===== config.mk =====
export PLATFORM = sky130hd
export DESIGN_NAME = emulator_run_gate_with_key_wait_top
export DESIGN_NICKNAME = d
export VERILOG_FILES = /design/src/sv/erg_pkg.sv /design/src/sv/erg_ctrl.sv /design/src/sv/erg_datapath.sv /design/src/sv/emulator_run_gate_with_key_wait_top.sv
export SDC_FILE = /design/constraint.sdc
export NUM_CORES = 1
export LEC_CHECK = 0
export BUFFER_PORTS_ARGS = -buffer_cell sky130_fd_sc_hd__buf_4
export CORE_UTILIZATION = 51
export DETAILED_ROUTE_END_ITERATION = 8
export GPL_ROUTABILITY_DRIVEN = 0
export GPL_TIMING_DRIVEN = 0
export MAX_ROUTING_LAYER = met4
export PLACE_DENSITY = 0.82
export SLEW_MARGIN = 20
export SYNTH_ARGS = -nofsm -noshare
export SYNTH_HDL_FRONTEND = slang
export SYNTH_SLANG_ARGS = --single-unit

===== constraint.sdc =====
create_clock -name clk -period 3.01 [get_ports clk]
set_input_delay 0.1505 -clock clk [delete_from_list [all_inputs] [get_ports clk]]
set_output_delay 0.1505 -clock clk [all_outputs]
set_load 0.03 [all_outputs]

===== src/sv/erg_pkg.sv =====
package erg_pkg;

    // Command codes carried in tuser
    localparam logic [1:0] CMD_TICK  = 2'd0;
    localparam logic [1:0] CMD_SET   = 2'd1;
    localparam logic [1:0] CMD_TIMER = 2'd2;

    // Stall outcome reported by the core
    localparam logic [1:0] STALL_DRAW = 2'd1;
    localparam logic [1:0] STALL_KEY  = 2'd2;

    // Setting selector
    localparam logic [1:0] SET_PAUSE = 2'd0;
    localparam logic [1:0] SET_DRAW  = 2'd1;
    localparam logic [1:0] SET_WAIT  = 2'd2;
    localparam logic [1:0] SET_STEP  = 2'd3;

    // Per-key tracker states
    localparam logic [1:0] TRK_HELD    = 2'd0;
    localparam logic [1:0] TRK_UP      = 2'd1;
    localparam logic [1:0] TRK_PRESSED = 2'd2;
    localparam logic [1:0] TRK_DONE    = 2'd3;

    // Physical key lines and default key count
    localparam int HEX_KEYS         = 16;
    localparam int NUM_KEYS_DEFAULT = 16;

    // Output register occupancy
    typedef enum logic {
        ST_EMPTY,
        ST_FULL
    } ctrl_state_t;

    // Commands from controller to datapath
    typedef struct packed {
        logic step_en;
    } dp_cmd_t;

endpackage


===== src/sv/erg_ctrl.sv =====
module erg_ctrl
(
    input  logic             clk,
    input  logic             rst_n,
    input  logic             in_valid,
    output logic             in_ready,
    output logic             out_valid,
    input  logic             out_ready,
    output erg_pkg::dp_cmd_t dp_cmd
);

    erg_pkg::ctrl_state_t state_reg;
    erg_pkg::ctrl_state_t state_next;
    logic                 accept;

    // Take a beat when the result register is free or drains this cycle
    assign accept = in_valid && in_ready;

    // Next state
    always_comb
    begin
        state_next = state_reg;
        case (state_reg)
            erg_pkg::ST_EMPTY:
            begin
                if (accept)
                    state_next = erg_pkg::ST_FULL;
            end
            erg_pkg::ST_FULL:
            begin
                if (accept)
                    state_next = erg_pkg::ST_FULL;
                else if (out_ready)
                    state_next = erg_pkg::ST_EMPTY;
            end
            default:
            begin
                state_next = erg_pkg::ST_EMPTY;
            end
        endcase
    end

    // Outputs
    always_comb
    begin
        in_ready       = 1'b1;
        out_valid      = 1'b0;
        dp_cmd.step_en = 1'b0;
        case (state_reg)
            erg_pkg::ST_EMPTY:
            begin
                in_ready       = 1'b1;
                out_valid      = 1'b0;
                dp_cmd.step_en = in_valid;
            end
            erg_pkg::ST_FULL:
            begin
                in_ready       = out_ready;
                out_valid      = 1'b1;
                dp_cmd.step_en = in_valid && out_ready;
            end
            default:
            begin
                in_ready       = 1'b0;
                out_valid      = 1'b0;
                dp_cmd.step_en = 1'b0;
            end
        endcase
    end

    always_ff @(posedge clk or negedge rst_n)
    begin
        if (!rst_n)
            state_reg <= erg_pkg::ST_EMPTY;
        else
            state_reg <= state_next;
    end

endmodule


===== src/sv/erg_datapath.sv =====
module erg_datapath
#(
    parameter int NUM_KEYS = erg_pkg::NUM_KEYS_DEFAULT
)
(
    input  logic             clk,
    input  logic             rst_n,
    input  erg_pkg::dp_cmd_t dp_cmd,
    input  logic [1:0]       cmd,
    input  logic [1:0]       setting_type,
    input  logic [15:0]      key_down,
    input  logic [1:0]       exec_stall,
    input  logic [3:0]       key_reg,
    input  logic             on_off,
    output logic             executed,
    output logic             key_written,
    output logic [3:0]       key_value,
    output logic [3:0]       key_target,
    output logic             step_paused,
    output logic             draw_stalled,
    output logic             waiting_key,
    output logic             single_step
);

    // Machine state
    logic [1:0]          track_reg [NUM_KEYS];
    logic [1:0]          track_next [NUM_KEYS];
    logic                pause_reg, pause_next;
    logic                draw_reg, draw_next;
    logic                wait_reg, wait_next;
    logic                step_reg, step_next;
    logic [3:0]          saved_reg, saved_next;

    // Result register
    logic                executed_reg, executed_next;
    logic                written_reg, written_next;
    logic [3:0]          kval_reg, kval_next;
    logic [3:0]          ktgt_reg, ktgt_next;

    // Per-key working values
    logic [NUM_KEYS-1:0] held_vec;
    logic [1:0]          trk_new [NUM_KEYS];
    logic [NUM_KEYS-1:0] hit;
    logic [NUM_KEYS-1:0] upd_en;
    logic                found;
    logic [3:0]          pick;

    // Keys beyond the physical lines always read as up
    always_comb
    begin
        held_vec = '0;
        for (int i = 0; i < NUM_KEYS; i++)
        begin
            if (i < erg_pkg::HEX_KEYS)
                held_vec[i] = key_down[4'(i)];
        end
    end

    // Tracker step for every key in parallel
    always_comb
    begin
        for (int i = 0; i < NUM_KEYS; i++)
        begin
            trk_new[i] = track_reg[i];
            case (track_reg[i])
                erg_pkg::TRK_HELD:    if (!held_vec[i]) trk_new[i] = erg_pkg::TRK_UP;
                erg_pkg::TRK_UP:      if (held_vec[i])  trk_new[i] = erg_pkg::TRK_PRESSED;
                erg_pkg::TRK_PRESSED: if (!held_vec[i]) trk_new[i] = erg_pkg::TRK_DONE;
                default:              trk_new[i] = track_reg[i];
            endcase
            hit[i] = (trk_new[i] == erg_pkg::TRK_DONE);
        end
    end

    // Lowest completed key wins; keys above it hold this tick
    always_comb
    begin
        found = 1'b0;
        pick  = '0;
        for (int i = 0; i < NUM_KEYS; i++)
        begin
            upd_en[i] = !found;
            if (!found && hit[i])
            begin
                found = 1'b1;
                pick  = 4'(i);
            end
        end
    end

    // Command decode and state update
    always_comb
    begin
        track_next    = track_reg;
        pause_next    = pause_reg;
        draw_next     = draw_reg;
        wait_next     = wait_reg;
        step_next     = step_reg;
        saved_next    = saved_reg;
        executed_next = 1'b0;
        written_next  = 1'b0;
        kval_next     = '0;
        ktgt_next     = '0;
        case (cmd)
            erg_pkg::CMD_TICK:
            begin
                if (draw_reg)
                begin
                    executed_next = 1'b0;
                end
                else if (pause_reg && !step_reg)
                begin
                    executed_next = 1'b0;
                end
                else if (!wait_reg)
                begin
                    executed_next = 1'b1;
                    step_next     = 1'b0;
                    if (exec_stall == erg_pkg::STALL_KEY)
                    begin
                        wait_next  = 1'b1;
                        saved_next = key_reg;
                        for (int i = 0; i < NUM_KEYS; i++)
                            track_next[i] = held_vec[i] ? erg_pkg::TRK_HELD : erg_pkg::TRK_UP;
                    end
                    else if (exec_stall == erg_pkg::STALL_DRAW)
                    begin
                        draw_next = 1'b1;
                    end
                end
                else
                begin
                    for (int i = 0; i < NUM_KEYS; i++)
                    begin
                        if (upd_en[i])
                            track_next[i] = trk_new[i];
                    end
                    if (found)
                    begin
                        written_next = 1'b1;
                        kval_next    = pick;
                        ktgt_next    = saved_reg;
                        wait_next    = 1'b0;
                    end
                end
            end
            erg_pkg::CMD_SET:
            begin
                case (setting_type)
                    erg_pkg::SET_PAUSE: pause_next = on_off;
                    erg_pkg::SET_DRAW:  draw_next  = on_off;
                    erg_pkg::SET_WAIT:  wait_next  = on_off;
                    default:            step_next  = on_off;
                endcase
            end
            erg_pkg::CMD_TIMER:
            begin
                draw_next = 1'b0;
            end
            default:
            begin
                executed_next = 1'b0;
            end
        endcase
    end

    // Control state
    always_ff @(posedge clk or negedge rst_n)
    begin
        if (!rst_n)
        begin
            for (int i = 0; i < NUM_KEYS; i++)
                track_reg[i] <= erg_pkg::TRK_HELD;
            pause_reg <= 1'b0;
            draw_reg  <= 1'b0;
            wait_reg  <= 1'b0;
            step_reg  <= 1'b0;
            saved_reg <= '0;
        end
        else if (dp_cmd.step_en)
        begin
            track_reg <= track_next;
            pause_reg <= pause_next;
            draw_reg  <= draw_next;
            wait_reg  <= wait_next;
            step_reg  <= step_next;
            saved_reg <= saved_next;
        end
    end

    // Result payload
    always_ff @(posedge clk or negedge rst_n)
    begin
        if (!rst_n)
        begin
            executed_reg <= 1'b0;
            written_reg  <= 1'b0;
            kval_reg     <= '0;
            ktgt_reg     <= '0;
        end
        else if (dp_cmd.step_en)
        begin
            executed_reg <= executed_next;
            written_reg  <= written_next;
            kval_reg     <= kval_next;
            ktgt_reg     <= ktgt_next;
        end
    end

    assign executed     = executed_reg;
    assign key_written  = written_reg;
    assign key_value    = kval_reg;
    assign key_target   = ktgt_reg;
    assign step_paused  = pause_reg;
    assign draw_stalled = draw_reg;
    assign waiting_key  = wait_reg;
    assign single_step  = step_reg;

endmodule


===== src/sv/emulator_run_gate_with_key_wait_top.sv =====
// Run gate for an emulated 16-key machine. Each input beat carries one command (tuser):
// an execution tick, a setting write or a display timer tick; every beat yields exactly
// one output beat with the execute/key-write outcome and the four flags after the
// command. The whole update is done in the accept cycle and lands in a single output
// register, so a beat is taken every clock while the output side keeps up, and still
// taken in the cycle that the pending result drains. Keys at index 16 and above
// (NUM_KEYS > 16) always read as up.
module emulator_run_gate_with_key_wait_top
#(
    parameter int NUM_KEYS = erg_pkg::NUM_KEYS_DEFAULT
)
(
    input  logic        clk,
    input  logic        rst_n,
    input  logic        s_axis_tvalid,
    output logic        s_axis_tready,
    // [15:0] key_down, [17:16] exec_stall, [21:18] key_reg, [22] on_off
    input  logic [23:0] s_axis_tdata,
    // [1:0] cmd, [3:2] setting_type
    input  logic [3:0]  s_axis_tuser,
    output logic        m_axis_tvalid,
    input  logic        m_axis_tready,
    // [0] executed, [1] key_written, [5:2] key_value, [9:6] key_target,
    // [10] step_paused, [11] draw_stalled, [12] waiting_key, [13] single_step
    output logic [15:0] m_axis_tdata
);

    erg_pkg::dp_cmd_t dp_cmd;
    logic             executed;
    logic             key_written;
    logic [3:0]       key_value;
    logic [3:0]       key_target;
    logic             step_paused;
    logic             draw_stalled;
    logic             waiting_key;
    logic             single_step;

    erg_ctrl u_ctrl
    (
        .clk       (clk),
        .rst_n     (rst_n),
        .in_valid  (s_axis_tvalid),
        .in_ready  (s_axis_tready),
        .out_valid (m_axis_tvalid),
        .out_ready (m_axis_tready),
        .dp_cmd    (dp_cmd)
    );

    erg_datapath #(
        .NUM_KEYS (NUM_KEYS)
    ) u_datapath
    (
        .clk          (clk),
        .rst_n        (rst_n),
        .dp_cmd       (dp_cmd),
        .cmd          (s_axis_tuser[1:0]),
        .setting_type (s_axis_tuser[3:2]),
        .key_down     (s_axis_tdata[15:0]),
        .exec_stall   (s_axis_tdata[17:16]),
        .key_reg      (s_axis_tdata[21:18]),
        .on_off       (s_axis_tdata[22]),
        .executed     (executed),
        .key_written  (key_written),
        .key_value    (key_value),
        .key_target   (key_target),
        .step_paused  (step_paused),
        .draw_stalled (draw_stalled),
        .waiting_key  (waiting_key),
        .single_step  (single_step)
    );

    // Pack the result beat
    assign m_axis_tdata = {2'b00, single_step, waiting_key, draw_stalled, step_paused,
                           key_target, key_value, key_written, executed};

endmodule

## After elaboration in Yosys (flattened, before gate mapping)

Index checks and enable logic that the tools add are counted.

- Muxes and demuxes: 109
- Reduce and logical (&&, ||, !) cells: 45
- Bitwise operators: 4
- Eq/ne operators: 43

Operators with widths:

| cell | count |
|---|---|
| $mux W2 | 33 |
| $mux W32 | 2 |
| $reduce_and A6 Y1 | 9 |
| $pmux W2 S3 | 8 |
| $mux W1 | 45 |
| $eq A2 B2 Y1 const B | 19 |
| $mux W4 | 9 |
| $eq A2 B1 Y1 const B | 11 |
| $ne A2 B2 Y1 const B | 11 |
| $logic_not A2 Y1 | 10 |
| $mux W3 | 5 |
| $pmux W1 S2 | 6 |
| $logic_and A1 B1 Y1 | 10 |
| $reduce_and A5 Y1 | 2 |
| $logic_not A1 Y1 | 8 |
| $reduce_and A3 Y1 | 2 |
| $ne A2 B1 Y1 const B | 2 |
| $not A1 Y1 | 4 |
| $reduce_bool A2 Y1 | 2 |
| $pmux W1 S3 | 1 |
| $reduce_bool A3 Y1 | 1 |
| $reduce_or A3 Y1 | 1 |

- Output and inout bits: 18
- Word-level logic and storage cells: 219
- Bits in registers: 35
- Input port bits: 32

## Depth between registers and ports, before layout

Gate-level depths: netlist (run 1).

- Depth in word-level cells: 30
- Gate-level depth with buffers: 8

## Hierarchy

A second synthesis (run 1) with hierarchy kept.

- Cell total of the unflattened synthesis: 221
- Area, all modules: 2095.8 µm²

Modules (own cells, without submodules):

| module | instances | cells each | area an instance (µm²) | sequential area each (µm²) |
|---|---|---|---|---|
| erg_datapath | 1 | 208 | 1978.1 | 825.8 |
| emulator_run_gate_with_key_wait_top | 1 | 9 | 63.8 | 0.0 |
| erg_ctrl | 1 | 4 | 53.8 | 25.0 |

## Worst setup path before layout (run 1)

Ideal clock, no wire load.

- Path kind: reg2reg
- From: register u_ctrl.state_reg
- To: register u_datapath.track_reg[26] in the netlist's numbering
- Stages on the path, launching flop included: 6
- Path buffers: 0
- Required time: 2923 ps
- Slack: 1097 ps
- Arrival time: 1826 ps
- Cell sequence: dfrtp_1 > nand2b_1 > nand4_2 > a311o_1 > or3_1 > o211ai_1

- Word-level cells in the longest chain between the ends: 3

RTL lines:

| item | line | source |
|---|---|---|
| start: declaration | erg_ctrl.sv:12 | `erg_pkg::ctrl_state_t state_reg;` |
| start signal: assignment | erg_ctrl.sv:74 | `state_reg <= erg_pkg::ST_EMPTY;` |
| start signal: assignment | erg_ctrl.sv:76 | `state_reg <= state_next;` |
| $not A1 Y1 | erg_ctrl.sv:49 | `case (state_reg)` |
| $pmux W1 S2 * | erg_ctrl.sv:49 |  |
| $reduce_and A6 Y1 (no line) * | n/a |  |
| end signal: indexed assignment | erg_datapath.sv:173 | `track_reg[i] <= erg_pkg::TRK_HELD;` |
| end signal: assignment | erg_datapath.sv:182 | `track_reg <= track_next;` |
| end: declaration | erg_datapath.sv:26 | `logic [1:0] track_reg [NUM_KEYS];` |

Every way passes the cells marked *; elsewhere a longest branch is shown, timed or not.
A chain may end at the register's enable or synchronous reset.

## Final worst setup path (run 1)

- From: register u_datapath.track_reg[26] in the netlist's numbering
- To: register u_datapath.kval_reg[1], in the netlist u_datapath.key_value[1]

- Word-level cells in the longest chain between the ends: 25
- Elaborated cells on any way between the ends: 36

RTL lines:

| item | line | source |
|---|---|---|
| $eq A2 B2 Y1, or another cell as far along | erg_datapath.sv:65 | `case (track_reg[i])` |
| $pmux W2 S3 * | erg_datapath.sv:65 |  |
| $eq A2 B2 Y1 * | erg_datapath.sv:71 | `hit[i] = (trk_new[i] == erg_pkg::TRK_DONE);` |
| $logic_and A1 B1 Y1 * | erg_datapath.sv:83 | `if (!found && hit[i])` |
| $mux W1 | erg_datapath.sv:83 |  |
| $logic_not A1 Y1 | n/a |  |
| $logic_and A1 B1 Y1 | erg_datapath.sv:83 |  |
| $mux W1 | erg_datapath.sv:83 |  |
| (+9 left out) | n/a |  |
| $logic_not A1 Y1 | n/a |  |
| $logic_and A1 B1 Y1 | erg_datapath.sv:83 |  |
| $mux W3 / $mux W1 (equally long branches) | erg_datapath.sv:83 |  |
| $mux W3 * | erg_datapath.sv:138 | `if (found)` |
| $mux W4 * | erg_datapath.sv:115 | `else if (!wait_reg)` |
| $mux W4 * | erg_datapath.sv:111 | `else if (pause_reg && !step_reg)` |
| $mux W4 * | erg_datapath.sv:107 | `if (draw_reg)` |
| $mux W4 * | erg_datapath.sv:104 | `case (cmd)` |
| end signal: assignment | erg_datapath.sv:205 | `kval_reg <= kval_next;` |
| end: declaration | erg_datapath.sv:37 | `logic [3:0] kval_reg, kval_next;` |

Marked as above.

==> results.yml, run 1 <==
cts:
  cts_tree: "done"
  htree_levels: 2
  clock_sinks: 34
  clock_path_buffers: 2
  root_buffer: "clkbuf_8"
  post_cts_buffers: 0
  cts-hold-fix-buffers: 1
  cts_resized: 0
  cts.reportedPaths.clkPinSlew_ns: 0.07
  cts_made_buffers: 5
  clk-insertion-delay-late_ns: 0.29
yosys:
  async_flop_share_pct: 100.0
  synth_edf_count: 0
  yosysTopAreaCell: "dfrtp_1"
  ys_seq_area_share_pct: 43.31
  synth_cells: 212
  avgSynthCellArea_um2: 9.266
  synth_top_area_share_pct: 43.31
  netlist_area_um2: 1964
  synthDistinctLibCells: 54
  synth_area_leaders: "dfrtp_1, nand2_1, nand2b_1"
  ys_warn_count: 0
  synth_seq_cells: 34
  synth_flop_cell: "dfrtp_1"
detailed_routing:
  drc_errors: 0
  wl_per_cell_um: 14.73
  via_per_inst: 5.744
  vias: 1769
  finalWirelength_um: 4538
  postRouteAntennaNets: 0
  dr.pass1.iters: 5
  drt_iter0_drc: 166
critical_path:
  rrSetupSlack_ns: 1.14
  worstSetupEndpoint: "u_datapath.key_value[1]"
  critPathMaxFanout: 7
  crit_type: "flop to flop"
  reg2reg_from: "u_datapath.track_reg[26]"
  path_buf_inv: 0
  reg2reg_depth: 5
  cp_top_family: "compound AO/OA/AOI/OAI gates"
  crit_chain: "nand2b_1 > a22oi_1 > and4_1 > nor2_1 > a32o_1"
  reg2reg_to: "u_datapath.key_value[1]"
  slowest_stage: "a22oi_1"
  path_depth: 5
  cp_data_required_time_ns: 3.19
  cp-end-kind: "flop"
  slowest_delay_ns: 0.43
  start_kind: "flop"
  startpoint: "u_datapath.track_reg[26]"
  crit_arrival_ns: 2.05
floorplanning:
  fp.dieH_um: 64.06
  die-area_um2: 4104
  ios: 50
  rows: 22
  die_w_um: 64.06
  start_util_pct: 53.26
  core_region_area_um2: 3689
sta:
  setup_tns_ns: 0
  drv_slew: 0
  timing_hold_violations_final: 0
  final.setup_skew_ns: 0.006363
  tightest_slew_ns: 0.6901
  finalCriticalPeriod_ns: 1.865
  period_share_pct: 61.97
  clock.fmax_mhz: 536.1
  hold_slack_ns: 0.07844
  rsz0062_at_grt: "no"
  setup_viol: 0
  slew_headroom_pct: 53.51
final_layout:
  finalNonFillerCells: 308
  n_antenna_cell: 0
  largest_reg_flops: 16
  finalCoreUtilization_pct: 66.76
  area_delta_synth_final_pct: 25.35
  fillers: 311
  nNetsFinal: 294
  drive_gt1_share_pct: 25.77
pwr:
  p_leak_nw: 1.157
  peakVddDrop_mv: 0.5319
  powerDensity_nw_per_um2: 806.6
global_routing:
  globalRoute.totalOverflow: 0
  grt_pass1_wl_um: 7748
  grt_pass1_vias: 1780
  grt_util_all_layers_pct: 25.37
  antenna_found_initial: 0
  grt_max_degree: 35
place:
  dp_cells: 299
  hpwlAfterDp_um: 3327
  io_buffers: 37
hold_path:
  hp-class: "input pin to flop"
  hp-start: "s_axis_tdata[0]"
outcome:
  status: "complete, no violations"
flow_run:
  maxCapViolCount: 0
## report_power, final
part | leakage (nW) | switching (W) | total (W) | internal, W
Clock | 0.0714 | 0.000170 | 0.000523 | 0.000353
Sequential | 0.429 | 0.000119 | 0.000697 | 0.000579
Combinational | 0.657 | 0.000445 | 0.000766 | 0.000321
Total | 1.16 | 0.000733 | 0.00199 | 0.00125
## Yosys cell counts (4+ instances only)
| library cell | number |
|---|---|
| a21oi_1 | 8 |
| mux2_2 | 5 |
| nand4_1 | 5 |
| o21ai_0 | 11 |
| inv_1 | 6 |
| buf_4 | 9 |
| nand2b_1 | 11 |
| nor2_1 | 18 |
| dfrtp_1 | 34 |
| a22o_1 | 6 |
| nor3_1 | 7 |
| o211ai_1 | 4 |
| nand2_1 | 25 |
## kinds of logic (layout without fill, tap and decap cells)
| kind of cell | count (synthesis) | after routing | synth area share (%) |
|---|---|---|---|
| simple gates | 85 | 85 | 21.85 |
| compound gates | 63 | 63 | 23.69 |
| flops | 34 | 34 | 43.31 |
| buf+inv | 21 | 67 | 6.178 |
| mux | 5 | 5 | 2.866 |
| fa+ha+maj | 3 | 3 | 1.911 |
| other cells | 1 | 3 | 0.1909 |
## metal layers
metal	share of wire (%)	GRT usage (%)	wire (µm)	vias to the layer above
met5	0	-	0	-
met4	1.9	12.22	85	0
met3	5.7	5.893	260	11
met2	48	39.36	2162	60
met1	45	31.12	2030	833
li1	-	-	-	865
## cell usage in the layout, fill, tap and decap left out, types with 3 or more instances in the layout
| cell | n |
|---|---|
| nor3_1 | 7 |
| clkbuf_1 | 3 |
| a21oi_1 | 8 |
| o21ai_0 | 11 |
| buf_4 | 46 |
| o211ai_1 | 4 |
| a22o_1 | 6 |
| dfrtp_1 | 34 |
| mux2_2 | 5 |
| ha_1 | 3 |
| nand2b_1 | 11 |
| inv_1 | 6 |
| nand4_1 | 5 |
| a22oi_1 | 3 |
| nor2_1 | 18 |
| nand2_1 | 25 |
| a41oi_1 | 3 |
| conb_1 | 3 |
| clkbuf_8 | 6 |
## how the worst min path moves through the flow
stage,endpoint,slack [ns],cells past startpoint
final,u_datapath.track_reg[30],0.08,2
after global routing,u_datapath.saved_reg[0],0.09,2
after CTS,u_datapath.track_reg[30],0.07,2
after detailed placement,u_datapath.track_reg[26],0.12,1
after global placement,u_datapath.track_reg[26],0.12,1
after floorplan,u_ctrl.state_reg,-0.15,0
## through the flow
| stage | cell area (µm²) | total power [W] | setup slack [ns] |
|---|---|---|---|
| after floorplan | 1972 | 0.001227 | 1.097 |
| after global placement | 2310 | 0.001432 | 1.078 |
| after detailed placement | 2310 | 0.001454 | 1.086 |
| after CTS | 2462 | 0.001984 | 1.159 |
| after global routing | 2462 | 0.002097 | 1.054 |
| final | 2462 | 0.001986 | 1.145 |
## cell type report
cell class                      instances  area (µm²)  share of cell area (%)
Sequential cell                        34       850.8                   34.55
Tap cell                               48       60.06                   2.439
Multi-Input combinational cell        159       999.7                   40.60
Inverter                                6       22.52                  0.9146
Timing Repair Buffer                   38       287.8                   11.69
Clock inverter                          2       60.06                   2.439
Clock buffer                            6       82.58                   3.354
Buffer                                 15       98.84                   4.014
(Power assumes the default switching activity.)
==> run 2, diff against run 1 <==
- ABC_AREA: default -> 1
- CORE_UTILIZATION: 51 -> 48
- PLACE_DENSITY: 0.82 -> 0.81
- clock period: 3.01 -> 1.5 ns (I/O delays scaled with it)
==> results.yml, run 2 <==
place:
  hpwlAfterDp_um: 3261
  io_buffers: 37
  dp_cells: 357
pwr:
  clkPwrFrac_pct: 25.1
  powerDensity_nw_per_um2: 1523
  peakVddDrop_mv: 0.8543
  combPwrFrac_pct: 40.6
  seqPwrFrac_pct: 34.3
  intPower_w: 0.002477
  swShare_pct: 39.48
  p_leak_nw: 1.408
  switchingPower_w: 0.001616
floorplanning:
  fp.dieH_um: 67.48
  die_w_um: 67.48
  ios: 50
  start_util_pct: 50.72
  die-area_um2: 4554
  rows: 23
  core_region_area_um2: 4058
global_routing:
  globalRoute.totalOverflow: 0
  grt_util_all_layers_pct: 22.25
  grt_max_degree: 35
  grt_pass1_vias: 1757
  use_met3_pct: 4.561
  antenna_found_initial: 0
  use_met2_pct: 37.50
  grt_pass1_wl_um: 7341
  top_usage_layer: "met2"
  grtUsageMet1_pct: 26.02
critical_path:
  critPathMaxFanout: 5
  cp-end-kind: "flop"
  cp_data_required_time_ns: 1.68
  start_kind: "flop"
  crit_type: "flop to flop"
  crit_arrival_ns: 1.60
yosys:
  synth_seq_cells: 34
  ys_seq_area_share_pct: 41.34
  async_flop_share_pct: 100.0
  synth_edf_count: 0
  synth_top_area_share_pct: 41.34
  yosysTopAreaCell: "dfrtp_1"
  synth_area_leaders: "dfrtp_1, nand2_1, inv_1"
  synth_cells: 268
  avgSynthCellArea_um2: 7.680
  netlist_area_um2: 2058
  netlist_top_cells_count: "nand2_1, dfrtp_1, inv_1, nand3_1, o21ai_0"
  synth_flop_cell: "dfrtp_1"
  ys_warn_count: 0
  synth.most_common_cell: "nand2_1"
  synthDistinctLibCells: 33
cts:
  cts_made_buffers: 5
  cts.reportedPaths.clkPinSlew_ns: 0.08
  root_buffer: "clkbuf_8"
  clock_path_buffers: 2
  clk-insertion-delay-late_ns: 0.30
  cts_tree: "done"
  htree_levels: 2
  clock_sinks: 34
detailed_routing:
  wl_per_cell_um: 12.74
  via_per_inst: 5.168
  postRouteAntennaNets: 0
  drc_errors: 0
  vias: 1938
  drt_iter0_drc: 124
  finalWirelength_um: 4778
  dr.pass1.iters: 4
sta:
  timing_hold_violations_final: 0
  setup_viol: 0
  clock.fmax_mhz: 704.6
  final.setup_skew_ns: 0.01183
  finalCriticalPeriod_ns: 1.419
  drv_slew: 0
  hold_slack_ns: 0.02311
  period_share_pct: 94.62
  setup_tns_ns: 0
final_layout:
  largest_reg_flops: 16
  n_antenna_cell: 0
  final_common_cell: "nand2_1"
  fillers: 329
  finalNonFillerCells: 375
  drive_gt1_share_pct: 31.08
  area_delta_synth_final_pct: 30.52
  nNetsFinal: 359
  final_cell_mix: "nand2_1, buf_4, dfrtp_1"
flow_run:
  maxCapViolCount: 0
outcome:
  status: "complete, no violations"
hold_path:
  hp-class: "input pin to flop"
==> run 2: worst paths after layout <==
path | start | to | slack [ns] | depth (start not counted)
min in group asynchronous | rst_n | u_datapath.track_reg[28] | 0.26 | 2
max reg2reg | u_ctrl.state_reg | u_datapath.track_reg[19] | 0.08 | 10
max in group asynchronous | rst_n | u_datapath.waiting_key | 0.90 | 2
min | s_axis_tdata[22] | u_datapath.step_paused | 0.02 | 2
min reg2reg | u_datapath.saved_reg[1] | u_datapath.saved_reg[1] | 0.49 | 2
max | u_ctrl.state_reg | u_datapath.track_reg[19] | 0.08 | 10
==> run 2: metal layers <==
| layer | share of wire [%] | vias to the layer above |
|---|---|---|
| met1 | 42 | 915 |
| met4 | 1.2 | 0 |
| met5 | 0 | - |
| met2 | 51 | 64 |
| li1 | - | 950 |
| met3 | 5.8 | 9 |
==> run 2: layout make-up <==
class	instances	area, µm²	area share, %
multi-input combinational	183	999.7	37.21
clock buffer	5	68.82	2.562
tap	50	62.56	2.329
timing repair buffer	47	380.4	14.16
buffer	14	107.6	4.006
clock inverter	3	68.82	2.562
inverter	39	146.4	5.449
sequential	34	852.1	31.72
==> run 2: cell families after synthesis <==
family / after synthesis / share of synthesized area (%)
DFF: 34 / 41.34
other: 1 / 0.1822
adders and majority gates: 3 / 1.824
muxes: 2 / 1.033
and+or+nand+nor: 129 / 29.54
buffers and inverters: 53 / 12.28
AOI/OAI and AO/OA: 46 / 13.80
==> run 2: through the flow <==
| step | setup slack [ns] | total power, W | util, % | cell area (µm²) |
|---|---|---|---|---|
| after detailed placement | -0.01796 | 0.002928 | 59.42 | 2411 |
| after global routing | -0.01924 | 0.004323 | 66.20 | 2686 |
| final | 0.08075 | 0.004093 | 66.20 | 2686 |
| after floorplan | 0.008598 | 0.002520 | - | 2071 |
| after CTS | 0.01745 | 0.003963 | 64.32 | 2610 |
| after global placement | -0.02854 | 0.002873 | 59.42 | 2411 |
==> run 2: worst max-delay path, stage by stage, from the launching register on <==
cell and delay [ns]:
dfrtp_1 0.42, nand2_4 0.09, nand2_2 0.06, nor2_4 0.12, inv_2 0.06, nor2_4 0.10
buf_6 0.14, buf_12 0.11, nand2_2 0.07, nand2_1 0.06, o21ai_1 0.06
==> run 2: timing repair <==
item / 4_1_cts / 5_1_grt
hold buffers: 6 / 0
endpoints found under the hold margin: 39 / 0
endpoints found under the setup margin: 2 / 20
pin swaps: 0 / 3
setup buffers: 0 / 4
gates resized for setup: 1 / 10
==> run 2: power groups by stage <==
stage                     clock (W)  combinational (W)  sequential (W)
after floorplan                   0            0.00114         0.00138
after detailed placement          0            0.00153         0.00139
final                       0.00103            0.00166         0.00140
after global placement            0            0.00149         0.00138
after CTS                   0.00103            0.00155         0.00138
after global routing        0.00106            0.00184         0.00142
==> run 3, diff against run 2 <==
- RECOVER_POWER: default -> 100
==> results.yml, run 3 (same netlist as run 2, synthesis figures left out) <==
global_routing:
  use_met3_pct: 4.561
  use_met2_pct: 37.50
  grtUsageMet1_pct: 26.02
  antenna_found_initial: 0
  grt_max_degree: 35
  grt_pass1_vias: 1757
  grt_pass1_wl_um: 7341
  globalRoute.totalOverflow: 0
  top_usage_layer: "met2"
  grt_util_all_layers_pct: 22.25
final_layout:
  n_antenna_cell: 0
  final_common_cell: "nand2_1"
  largest_reg_flops: 16
  finalCoreUtilization_pct: 64.72
  finalNonFillerCells: 375
  area_delta_synth_final_pct: 27.60
  drive_gt1_share_pct: 26.15
  nNetsFinal: 359
  final_cell_mix: "nand2_1, buf_4, dfrtp_1"
critical_path:
  reg2reg_from: "u_ctrl.state_reg"
  crit_arrival_ns: 1.60
  start_kind: "flop"
  crit_chain: "nand2_4 > nand2_2 > nor2_4 > inv_2 > nor2_4 > buf_6 > buf_12 > nand2_2 > nand2_1 > o21ai_1"
  cp_data_required_time_ns: 1.68
  reg2reg_to: "u_datapath.track_reg[19]"
  crit_type: "flop to flop"
  rrSetupSlack_ns: 0.07
  critPathMaxFanout: 5
  slowest_delay_ns: 0.42
  reg2reg_depth: 10
  cp-end-kind: "flop"
  slowest_stage: "dfrtp_1"
place:
  dp_cells: 357
  io_buffers: 37
  hpwlAfterDp_um: 3261
detailed_routing:
  drc_errors: 0
  postRouteAntennaNets: 0
  via_per_inst: 5.083
  wl_per_cell_um: 12.69
  vias: 1906
  dr.pass1.iters: 4
  drt_iter0_drc: 109
  finalWirelength_um: 4757
floorplanning:
  start_util_pct: 50.72
  rows: 23
  die_w_um: 67.48
  ios: 50
  die-area_um2: 4554
  core_region_area_um2: 4058
  fp.dieH_um: 67.48
sta:
  drv_slew: 0
  period_share_pct: 95.01
  setup_viol: 0
  final.setup_skew_ns: 0.01229
  finalCriticalPeriod_ns: 1.425
  timing_hold_violations_final: 0
  slew_headroom_pct: 43.74
  tightest_slew_ns: 0.8438
  clock.fmax_mhz: 701.6
  setup_tns_ns: 0
pwr:
  peakVddDrop_mv: 0.8550
  p_leak_nw: 1.345
  total_power_w: 0.004038
  powerDensity_nw_per_um2: 1538
cts:
  cts_tree: "done"
  cts_made_buffers: 5
  htree_levels: 2
  clk-insertion-delay-late_ns: 0.30
  root_buffer: "clkbuf_8"
  clock_path_buffers: 2
  cts.reportedPaths.clkPinSlew_ns: 0.08
  clock_sinks: 34
hold_path:
  hold_end: "u_datapath.step_paused"
  hold_path_depth: 2
  hp-start: "s_axis_tdata[22]"
  hp-class: "input pin to flop"
outcome:
  status: "complete, no violations"
flow_run:
  maxCapViolCount: 0
-- run 3: changes by cell type in the layout (fill, tap and decap cells not counted), sizes merged --
| cell | before | now |
|---|---|---|
| clkbuf | 6 | 23 |
| buf | 54 | 37 |
-- run 3: critical path: cells and delay by family, from the launching register on --
family          cells  cell delay (ns)
flops               1             0.42
buf+inv             3             0.31
simple gates        6             0.52
compound gates      1             0.06
-- run 3: layer usage --
metal / vias up / part of all wire, % / routed length, µm
met4: 0 / 0.97 / 46
met2: 49 / 51 / 2447
met1: 900 / 43 / 2039
li1: 952 / - / -
met5: - / 0 / 0
met3: 5 / 4.7 / 224
-- run 3: worst max path at each step --
| stage | startpoint | endpoint | slack [ns] | cells past startpoint |
|---|---|---|---|---|
| after floorplan | u_ctrl.state_reg | u_datapath.track_reg[24] | 0.009 | 10 |
| after global placement | u_datapath.waiting_key | u_datapath.track_reg[28] | -0.03 | 5 |
| after detailed placement | u_datapath.waiting_key | u_datapath.track_reg[28] | -0.02 | 5 |
| after CTS | u_datapath.track_reg[26] | u_datapath.key_value[0] | 0.02 | 10 |
| after global routing | u_datapath.track_reg[28] | u_datapath.key_target[1] | -0.02 | 10 |
| final | u_ctrl.state_reg | u_datapath.track_reg[19] | 0.07 | 10 |
-- run 3: metrics by stage --
| step | instance area (µm²) | worst slack (ns) | hold slack (ns) |
|---|---|---|---|
| global route | 2626 | -0.01924 | 0.03053 |
| detailed placement | 2411 | -0.01796 | 0.05384 |
| finish | 2626 | 0.07479 | 0.02661 |
| floorplan | 2071 | 0.008598 | -0.2206 |
| CTS | 2610 | 0.01745 | 0.02915 |
| global placement | 2411 | -0.02854 | 0.04885 |
-- run 3: repair_timing --
item	CTS	global route
setup buffers	0	4
hold buffers	6	0
setup endpoints to repair	2	20
gates resized for setup	1	10
pin swaps	0	3
endpoints found under the hold margin	39	0
-- run 3: report_power, final --
part / internal, W / leakage, nW / switching (W) / total, W
Clock: 0.000666 / 0.0683 / 0.000355 / 0.00102
Sequential: 0.00118 / 0.432 / 0.000218 / 0.00140
Combinational: 0.000583 / 0.844 / 0.00103 / 0.00162
-- run 3: area by class of cell --
type / instances / area [µm²]
plain buffers: 14 / 106.4
clock buffers: 5 / 68.82
clock inverters: 3 / 68.82
fillers: 351 / 1431
inverters: 39 / 146.4
multi-input cells: 183 / 999.7
flip-flops and latches: 34 / 852.1
well taps: 50 / 62.56
repair buffers: 47 / 321.6
